<file path="src/rtl/jdq_pkg.sv">
// Shared types, constants and helper functions for the job dispatch queue.
package jdq_pkg;

    // Table geometry.
    localparam int TABLE_DEPTH = 16;
    localparam int IDX_W       = (TABLE_DEPTH > 1) ? $clog2(TABLE_DEPTH) : 1;
    localparam int CNT_W       = $clog2(TABLE_DEPTH + 1);
    localparam int KEY_W       = 16;
    localparam int OCC_W       = 5;

    // Request kinds.
    localparam logic FUNC_INSERT   = 1'b0;
    localparam logic FUNC_DISPATCH = 1'b1;

    // Result status codes.
    localparam logic [1:0] ST_INSERTED   = 2'd0;
    localparam logic [1:0] ST_DISPATCHED = 2'd1;
    localparam logic [1:0] ST_FULL       = 2'd2;
    localparam logic [1:0] ST_EMPTY      = 2'd3;

    // Dispatch policies; the unused code behaves as first-come.
    localparam logic [1:0] POL_FIFO = 2'd0;
    localparam logic [1:0] POL_SJF  = 2'd1;
    localparam logic [1:0] POL_PRIO = 2'd2;

    // One stored job.
    typedef struct packed {
        logic [15:0] job_id;
        logic [15:0] run_time;
        logic [7:0]  prio_level;
    } t_entry;

    // Search token that walks down the chain of cells.
    typedef struct packed {
        logic             vld;
        logic             found;
        logic [IDX_W-1:0] idx;
        t_entry           entry;
    } t_token;

    // Control group broadcast from the top level to every cell.
    typedef struct packed {
        logic             ins;
        logic             rem;
        logic [IDX_W-1:0] rem_idx;
        logic [CNT_W-1:0] count;
        logic [1:0]       policy;
    } t_cell_ctl;

    // Sequencer states.
    typedef enum logic [1:0] {
        S_IDLE,
        S_SEARCH,
        S_FINISH
    } t_state;

    // Sort key of an entry under the given policy; first-come uses a constant key
    // so that the earliest arrival always wins.
    function automatic logic [KEY_W-1:0] entry_key(input t_entry e, input logic [1:0] pol);
        logic [KEY_W-1:0] k;
        case (pol)
            POL_SJF:  k = e.run_time;
            POL_PRIO: k = {{(KEY_W - 8){1'b0}}, e.prio_level};
            default:  k = '0;
        endcase
        return k;
    endfunction

endpackage

</file>
<file path="src/rtl/job_dispatch_queue.sv">
// Insert, reject and empty results are captured at the request transfer and loaded from the finish state.
// A dispatch runs a search token down all TABLE_DEPTH cells, one cell per cycle,
// and the winning job is captured at the end of the search and loaded from the finish state.
// One request is in flight at a time: the request channel stalls until the result is loaded,
// so a stalled result keeps new requests waiting.
// Synchronous active-low reset empties the table, selects first-come and clears handshake state.
module job_dispatch_queue
    import jdq_pkg::*;
(
    input  logic             i_clk,
    input  logic             i_rst_n,
    // Request channel.
    input  logic             i_in_valid,
    output logic             o_in_stall,
    input  logic             i_func,
    input  logic [15:0]      i_job_id,
    input  logic [15:0]      i_run_time,
    input  logic [7:0]       i_prio_level,
    // Result channel.
    output logic             o_out_valid,
    input  logic             i_out_stall,
    output logic [1:0]       o_status,
    output logic [15:0]      o_out_job_id,
    output logic [15:0]      o_out_run_time,
    output logic [7:0]       o_out_prio_level,
    output logic [OCC_W-1:0] o_occupancy,
    // Policy register write channel.
    input  logic             i_cfg_valid,
    output logic             o_cfg_ready,
    input  logic [1:0]       i_cfg_policy
);

    t_state           r_state;
    t_state           n_state;
    logic [CNT_W-1:0] r_count;
    logic [1:0]       r_policy;
    logic             r_start;
    logic [1:0]       r_res_status;
    t_entry           r_res_entry;
    logic             r_out_valid;
    logic [1:0]       r_status;
    t_entry           r_out_entry;
    logic [OCC_W-1:0] r_occupancy;

    logic             in_xfer;
    logic             is_full;
    logic             is_empty;
    logic             out_free;
    logic             load_out;
    t_cell_ctl        ctl;
    t_entry           ins_entry;
    t_token           tok_in  [TABLE_DEPTH];
    t_token           tok_out [TABLE_DEPTH];
    t_entry           cell_entry [TABLE_DEPTH];
    t_entry           next_entry [TABLE_DEPTH];
    t_token           last_tok;
    logic [CNT_W+OCC_W-1:0] occ_ext;

    assign in_xfer   = i_in_valid && !o_in_stall;
    assign is_full   = r_count == CNT_W'(TABLE_DEPTH);
    assign is_empty  = r_count == '0;
    assign out_free  = !r_out_valid || !i_out_stall;
    assign last_tok  = tok_out[TABLE_DEPTH-1];
    assign ins_entry = '{job_id: i_job_id, run_time: i_run_time, prio_level: i_prio_level};

    // Next-state logic of the request sequencer.
    always_comb begin
        n_state = r_state;
        case (r_state)
            S_IDLE: begin
                if (in_xfer) begin
                    if ((i_func == FUNC_DISPATCH) && !is_empty) begin
                        n_state = S_SEARCH;
                    end else begin
                        n_state = S_FINISH;
                    end
                end
            end
            S_SEARCH: begin
                if (last_tok.vld) begin
                    n_state = S_FINISH;
                end
            end
            S_FINISH: begin
                if (out_free) begin
                    n_state = S_IDLE;
                end
            end
            default: n_state = S_IDLE;
        endcase
    end

    // Sequencer outputs toward the cells and the result register.
    always_comb begin
        o_in_stall  = r_state != S_IDLE;
        load_out    = (r_state == S_FINISH) && out_free;
        ctl.ins     = in_xfer && (i_func == FUNC_INSERT) && !is_full;
        ctl.rem     = (r_state == S_SEARCH) && last_tok.vld;
        ctl.rem_idx = last_tok.idx;
        ctl.count   = r_count;
        ctl.policy  = r_policy;
    end

    // State, fill count and search launch.
    always_ff @(posedge i_clk) begin
        if (!i_rst_n) begin
            r_state <= S_IDLE;
            r_count <= '0;
            r_start <= 1'b0;
        end else begin
            r_state <= n_state;
            r_start <= in_xfer && (i_func == FUNC_DISPATCH) && !is_empty;
            if (ctl.ins) begin
                r_count <= r_count + CNT_W'(1);
            end else if (ctl.rem) begin
                r_count <= r_count - CNT_W'(1);
            end
        end
    end

    // Policy register; the user must write it only while the block is idle, the block itself does not enforce this.
    assign o_cfg_ready = 1'b1;
    always_ff @(posedge i_clk) begin
        if (!i_rst_n) begin
            r_policy <= POL_FIFO;
        end else if (i_cfg_valid && o_cfg_ready) begin
            r_policy <= i_cfg_policy;
        end
    end

    // Pending result captured at the transfer or at the end of the search.
    always_ff @(posedge i_clk) begin
        if (in_xfer) begin
            r_res_entry <= '0;
            if (i_func == FUNC_INSERT) begin
                r_res_status <= is_full ? ST_FULL : ST_INSERTED;
            end else begin
                r_res_status <= ST_EMPTY;
            end
        end else if (ctl.rem) begin
            r_res_status <= ST_DISPATCHED;
            r_res_entry  <= last_tok.entry;
        end
    end

    // Output register; the count has settled by the time the result is loaded.
    assign occ_ext = {{OCC_W{1'b0}}, r_count};
    always_ff @(posedge i_clk) begin
        if (!i_rst_n) begin
            r_out_valid <= 1'b0;
        end else if (load_out) begin
            r_out_valid <= 1'b1;
        end else if (!i_out_stall) begin
            r_out_valid <= 1'b0;
        end
        if (load_out) begin
            r_status    <= r_res_status;
            r_out_entry <= r_res_entry;
            r_occupancy <= occ_ext[OCC_W-1:0];
        end
    end

    assign o_out_valid      = r_out_valid;
    assign o_status         = r_status;
    assign o_out_job_id     = r_out_entry.job_id;
    assign o_out_run_time   = r_out_entry.run_time;
    assign o_out_prio_level = r_out_entry.prio_level;
    assign o_occupancy      = r_occupancy;

    // Chain of cells in arrival order; the last cell refills from itself.
    always_comb begin
        tok_in[0] = '{vld: r_start, found: 1'b0, idx: '0, entry: '0};
        for (int k = 1; k < TABLE_DEPTH; k++) begin
            tok_in[k] = tok_out[k-1];
        end
        for (int k = 0; k < TABLE_DEPTH - 1; k++) begin
            next_entry[k] = cell_entry[k+1];
        end
        next_entry[TABLE_DEPTH-1] = cell_entry[TABLE_DEPTH-1];
    end

    for (genvar g = 0; g < TABLE_DEPTH; g++) begin : g_cell
        jdq_cell u_cell (
            .i_clk        (i_clk),
            .i_rst_n      (i_rst_n),
            .i_index      (IDX_W'(g)),
            .i_ctl        (ctl),
            .i_ins_entry  (ins_entry),
            .i_next_entry (next_entry[g]),
            .i_tok        (tok_in[g]),
            .o_tok        (tok_out[g]),
            .o_entry      (cell_entry[g])
        );
    end

endmodule

</file>
<file path="src/rtl/jdq_cell.sv">
// One table cell: holds a job, shifts on removal and passes the search token on.
module jdq_cell
    import jdq_pkg::*;
(
    input  logic             i_clk,
    input  logic             i_rst_n,
    input  logic [IDX_W-1:0] i_index,
    input  t_cell_ctl        i_ctl,
    input  t_entry           i_ins_entry,
    input  t_entry           i_next_entry,
    input  t_token           i_tok,
    output t_token           o_tok,
    output t_entry           o_entry
);

    t_entry r_entry;
    t_token r_tok;
    t_token n_tok;
    logic   own_valid;
    logic   own_better;

    // A cell holds a job when its place lies below the fill count.
    assign own_valid  = CNT_W'(i_index) < i_ctl.count;
    assign own_better = !i_tok.found ||
                        (entry_key(r_entry, i_ctl.policy) < entry_key(i_tok.entry, i_ctl.policy));

    // Entry storage: an insert lands at the fill count, a removal pulls the neighbor in.
    always_ff @(posedge i_clk) begin
        if (i_ctl.ins && (CNT_W'(i_index) == i_ctl.count)) begin
            r_entry <= i_ins_entry;
        end else if (i_ctl.rem && (i_index >= i_ctl.rem_idx)) begin
            r_entry <= i_next_entry;
        end
    end

    // Running minimum: keep the incoming best unless this cell is strictly better.
    always_comb begin
        n_tok     = i_tok;
        n_tok.vld = i_tok.vld;
        if (i_tok.vld && own_valid && own_better) begin
            n_tok.found = 1'b1;
            n_tok.idx   = i_index;
            n_tok.entry = r_entry;
        end
    end

    // Token register toward the next cell.
    always_ff @(posedge i_clk) begin
        if (!i_rst_n) begin
            r_tok.vld <= 1'b0;
        end else begin
            r_tok.vld <= n_tok.vld;
        end
        r_tok.found <= n_tok.found;
        r_tok.idx   <= n_tok.idx;
        r_tok.entry <= n_tok.entry;
    end

    assign o_tok   = r_tok;
    assign o_entry = r_entry;

endmodule

</file>
<file path="config.mk">
export PLATFORM = sky130hd
export DESIGN_NAME = job_dispatch_queue
export DESIGN_NICKNAME = d
export VERILOG_FILES = /design/src/rtl/jdq_pkg.sv /design/src/rtl/job_dispatch_queue.sv /design/src/rtl/jdq_cell.sv
export SDC_FILE = /design/constraint.sdc
export NUM_CORES = 2
export LEC_CHECK = 0
export ABC_CLOCK_PERIOD_IN_PS = 5800
export BUFFER_PORTS_ARGS = -buffer_cell sky130_fd_sc_hd__buf_2
export CELL_PAD_IN_SITES_DETAIL_PLACEMENT = 1
export CELL_PAD_IN_SITES_GLOBAL_PLACEMENT = 2
export CORE_ASPECT_RATIO = 1.2
export CORE_MARGIN = 3
export CORE_UTILIZATION = 47
export DETAILED_ROUTE_END_ITERATION = 8
export PLACE_DENSITY = 0.85
export SLEW_MARGIN = 20
export SYNTH_ARGS = -nofsm -noshare
export SYNTH_HDL_FRONTEND = slang
export SYNTH_HIERARCHICAL = 1
export SYNTH_SLANG_ARGS = --single-unit
</file>
<file path="constraint.sdc">
create_clock -name i_clk -period 5.8 [get_ports i_clk]
set_input_delay 0.87 -clock i_clk [delete_from_list [all_inputs] [get_ports i_clk]]
set_output_delay 0.87 -clock i_clk [all_outputs]
set_load 0.01 [all_outputs]
</file>
### Yosys cells after proc, flatten, opt, wreduce, memory -nomap -nowiden

Cells that the tools add are included.

* register bits: 1475
* bits in latches: 0
* RAM bits: 0
* memory bits (read-only): 0
* output and inout port bits: 50
* logic and storage cells: 446
* memories: 0

* add/sub/neg operators: 2
* $mul: 0
* divide/modulo/power cells: 0
* $lt $le $gt $ge: 46
* equality and inequality tests: 24
* shift-type cells: 0
* muxes and demuxes: 89
* bitwise gates (word level): 1
* reductions and logical operators: 127

Operator list (number)
* $mux 40: 45
* $pmux 16 s2: 30
* $lt 16x16->1: 15
* $logic_and 1x1->1: 70
* $mux 45: 1
* $eq 4x5->1 const A: 8
* $lt 4x5->1 const A: 8
* $reduce_bool 2->1: 18
* $ge 4x4->1 const A: 7
* $eq 3x5->1 const A: 4
* $logic_not 1->1: 20
* $lt 3x5->1 const A: 4
* $ge 3x4->1 const A: 4
* $logic_or 1x1->1: 16
* $mux 2: 8
* $eq 2x5->1 const A: 2
* $lt 1x5->1 const A: 2
* $lt 2x5->1 const A: 2
* $mux 5: 2
* $ge 1x4->1 const A: 2
* $ge 2x4->1 const A: 2
* $pmux 2 s3: 1
* $add 5x1->5 const B: 1
* $eq 1x5->1 const A: 1
* other kinds (11): 16

### Longest topological paths before layout

* depth in word-level cells: 7
* gate-level depth with buffers: 14
* gate-level depth less buffers: 10

### Modules after synthesis

The synthesis kept the hierarchy.

Modules (own cells, without submodules)
* jdq_cell (g_cell[0].u_cell ...): instances 11, cells each 575, area each 5849.4 um^2
* jdq_cell (g_cell[6].u_cell ...): instances 4, cells each 575, area each 5851.9 um^2
* jdq_cell (g_cell[5].u_cell): instances 1, cells each 575, area each 5850.6 um^2
* job_dispatch_queue: instances 1, cells each 298, area each 3479.6 um^2

### Worst setup path before layout

Ideal clock, no wire load.

* path type: in2reg
* from: input i_in_valid
* to: register g_cell[5].u_cell.r_entry (netlist bit g_cell[5].u_cell/o_entry[0]), enable pin
* data arrival time: 3750 ps
* setup slack: 1598 ps
* cell stages on the path: 5
* buffers on the path: 1
* path through: or3b_4 a211oi_2 buf_6 nand3_1 o22ai_1

RTL lines
* from (decl): line job_dispatch_queue.sv:13 `input logic i_in_valid,`
* to (signal assigned): line jdq_cell.sv:30 `r_entry <= i_ins_entry;`
* to (signal assigned): line jdq_cell.sv:32 `r_entry <= i_next_entry;`
* to (decl): line jdq_cell.sv:16 `t_entry r_entry;`

==> flow_metrics.env <==
export IMPL_run_status="complete, no violations"
export IMPL_max_stage_delay_ps=790
export IMPL_switching_share_pct=37.62
export IMPL_clk_insertion_delay_late_ps=860
export IMPL_grt_overflow=0
export IMPL_cts_setup_buffers=0
export IMPL_crit_path_start_kind="register"
export IMPL_dp_cells=11880
export IMPL_dp_slack_ps=1439
export IMPL_routed_wl_um=355200
export IMPL_drt_initial_drc_count=7653
export IMPL_cts_buffer_depth=3
export IMPL_crit_chain="buf_4 -> ha_1 -> buf_4 -> a22oi_1 -> or2_2 -> ha_1 -> nand4_1 -> a21oi_1 -> a21o_1 -> buf_4 -> nand3_1 -> nand3_1"
export IMPL_p_int_mw=21.55
export IMPL_ir_worst_vdd_uv=267.5
export IMPL_drive_gt1_share_pct=23.02
export IMPL_cp_end_kind="register"
export IMPL_fin_setup_tns_ps=0
export IMPL_p_sw_mw=12.99
export IMPL_cts_inserted_buffers=161
export IMPL_num_vias=84170
export IMPL_crit_type="register to register"
export IMPL_p_seq_share_pct=40.1
export IMPL_rsz0062_at_grt="no"
export IMPL_hold_path_class="input port to register"
export IMPL_dp_hpwl_um=231600
export IMPL_tightest_slew_ps=1150
export IMPL_cts_sinks=1475
export IMPL_final_common_cell="nand3_1"
export IMPL_cts_tree="built"
export IMPL_period_needed_ps=4436
export IMPL_ios=98
export IMPL_fin_crit_sh_pct=76.49
export IMPL_antenna_found_initial=22
export IMPL_core_rowCount=182
export IMPL_pwr_share_clk_pct=30.8
export IMPL_die_height_um=503.8
export IMPL_syn_to_final_growth_pct=9.123
export IMPL_coreArea_mm2=0.2052
export IMPL_reg2reg_slack_ps=1360
export IMPL_final_cell_mix="nand3_1 (1441), and2_1 (849), dfxtp_1 (768)"
export IMPL_wl_per_cell_um=29.12
export IMPL_fin_ws_ps=1364
export IMPL_syn_inst=9496
export IMPL_cp_arrival_ps=5220
export IMPL_start_util_pct=47.30
export IMPL_hold_viol_final=0
export IMPL_grt_pass1_wl_um=540500
export IMPL_htreeDepth=4
export IMPL_yosys_warnings=6
export IMPL_powerDensity_mw_per_mm2=326.1
export IMPL_clock_fmax_ghz=0.2254
export IMPL_final_max_slew_violation_count=0
export IMPL_max_cap_violations=0
export IMPL_fillers=22050
export IMPL_syn_area_per_cell_um2=10.22
export IMPL_seq_area_mm2=0.03645
export IMPL_multi_input_area_mm2=0.05751
export IMPL_maxSlewHeadroom_pct=23.31
export IMPL_finalPower_mw=34.54
export IMPL_path_buf_inv=3
export IMPL_synth_area_mm2=0.09705
export IMPL_drc=0
export IMPL_drt_pass1_iter_count=6
export IMPL_root_buffer="clkbuf_16"
export IMPL_cp_required_ps=6590
export IMPL_grt_usage_pct=32.35
export IMPL_setup_viol=0
export IMPL_cp_slowest_cell="a21o_1"
export IMPL_ant_nets=0
export IMPL_fin_cells=12200
export IMPL_via_per_inst=6.900
export IMPL_path_clk_slew_ps=70
export IMPL_critPathTopFamily="buffers and inverters"
export IMPL_io_buffers=96
export IMPL_cts_repair_resize_count=0
export IMPL_p_leak_nw=32.58
export IMPL_fin_nets=9741
export IMPL_die_x_um=420.8
export IMPL_place_gp_congestion=0.8593
export IMPL_dieArea_mm2=0.2120
export IMPL_cts_hold_buf=0
export IMPL_finClkSkew_ps=36.40
export IMPL_grt_max_degree=90
export IMPL_crit_fanout=26
export IMPL_grt_pass1_vias=86600
export IMPL_combPwrFrac_pct=29.1
export IMPL_whs_ps=308.5
export IMPL_cp_common_cell="buf_4"
==> tightest hold or removal path: cells and delay by family <==
family / cells / cell delay, ps
AND/OR/NAND/NOR: 1 / 70
buffers and inverters: 1 / 110
multiplexers: 1 / 70
==> flip-flops by register name (all words and copies together) (netlist names), 2 cells and up <==
| register | cells |
|---|---|
| g_cell.u_cell/o_tok | 735 |
| g_cell.u_cell/o_entry | 640 |
| r_res_entry | 40 |
| o_out_job_id | 16 |
| o_out_run_time | 16 |
| o_out_prio_level | 8 |
| o_occupancy | 5 |
| r_count | 5 |
| o_status | 2 |
| r_policy | 2 |
| r_res_status | 2 |
| r_state | 2 |
==> layout make-up <==
cell class                      instances  share of cell area (%)
Antenna cell                            9                 0.02127
Clock buffer                          213                   4.177
Clock inverter                         90                  0.9262
Inverter                              181                  0.6439
Multi-Input combinational cell       7137                   54.31
Sequential cell                      1475                   34.41
Tap cell                             2760                   3.261
Timing Repair Buffer                  333                   2.252
==> stage by stage <==
stage	instance area (um2)	utilization (%)
2_1_floorplan	98320	-
3_3_place_gp	100300	48.88
3_5_place_dp	100300	48.88
4_1_cts	105700	51.52
5_1_grt	105900	51.61
6_report	105900	51.62
==> power by group through the flow <==
stage / sequential [mW] / clock (mW) / combinational (mW)
final: 13.9 / 10.6 / 10.1
after global routing: 13.9 / 11.2 / 10.8
after CTS: 13.8 / 10.8 / 9.85
after detailed placement: 14.0 / 0 / 9.79
after global placement: 14.0 / 0 / 9.48
after floorplan: 13.2 / 0 / 7.31
==> routing by layer <==
metal,up-vias,part of all wire (%),wire length [um],global-route usage [%]
li1,37070,-,-,-
met1,42850,38,135100,38.22
met2,3125,49,175500,54.60
met3,1119,5.1,18030,4.104
met4,6,7.5,26640,21.93
met5,-,0.012,41,0
==> path summary, 6_finish.rpt <==
check,startpoint,endpoint,depth (start not counted)
worst max-delay path,r_policy[0],g_cell[3].u_cell/o_tok[32],12
worst max register to register,r_policy[0],g_cell[3].u_cell/o_tok[32],12
worst min-delay path,i_cfg_policy[1],r_policy[1],3
worst min register to register,r_res_status[0],o_status[0],0
Note: power is estimated with default switching activity, not from simulation.
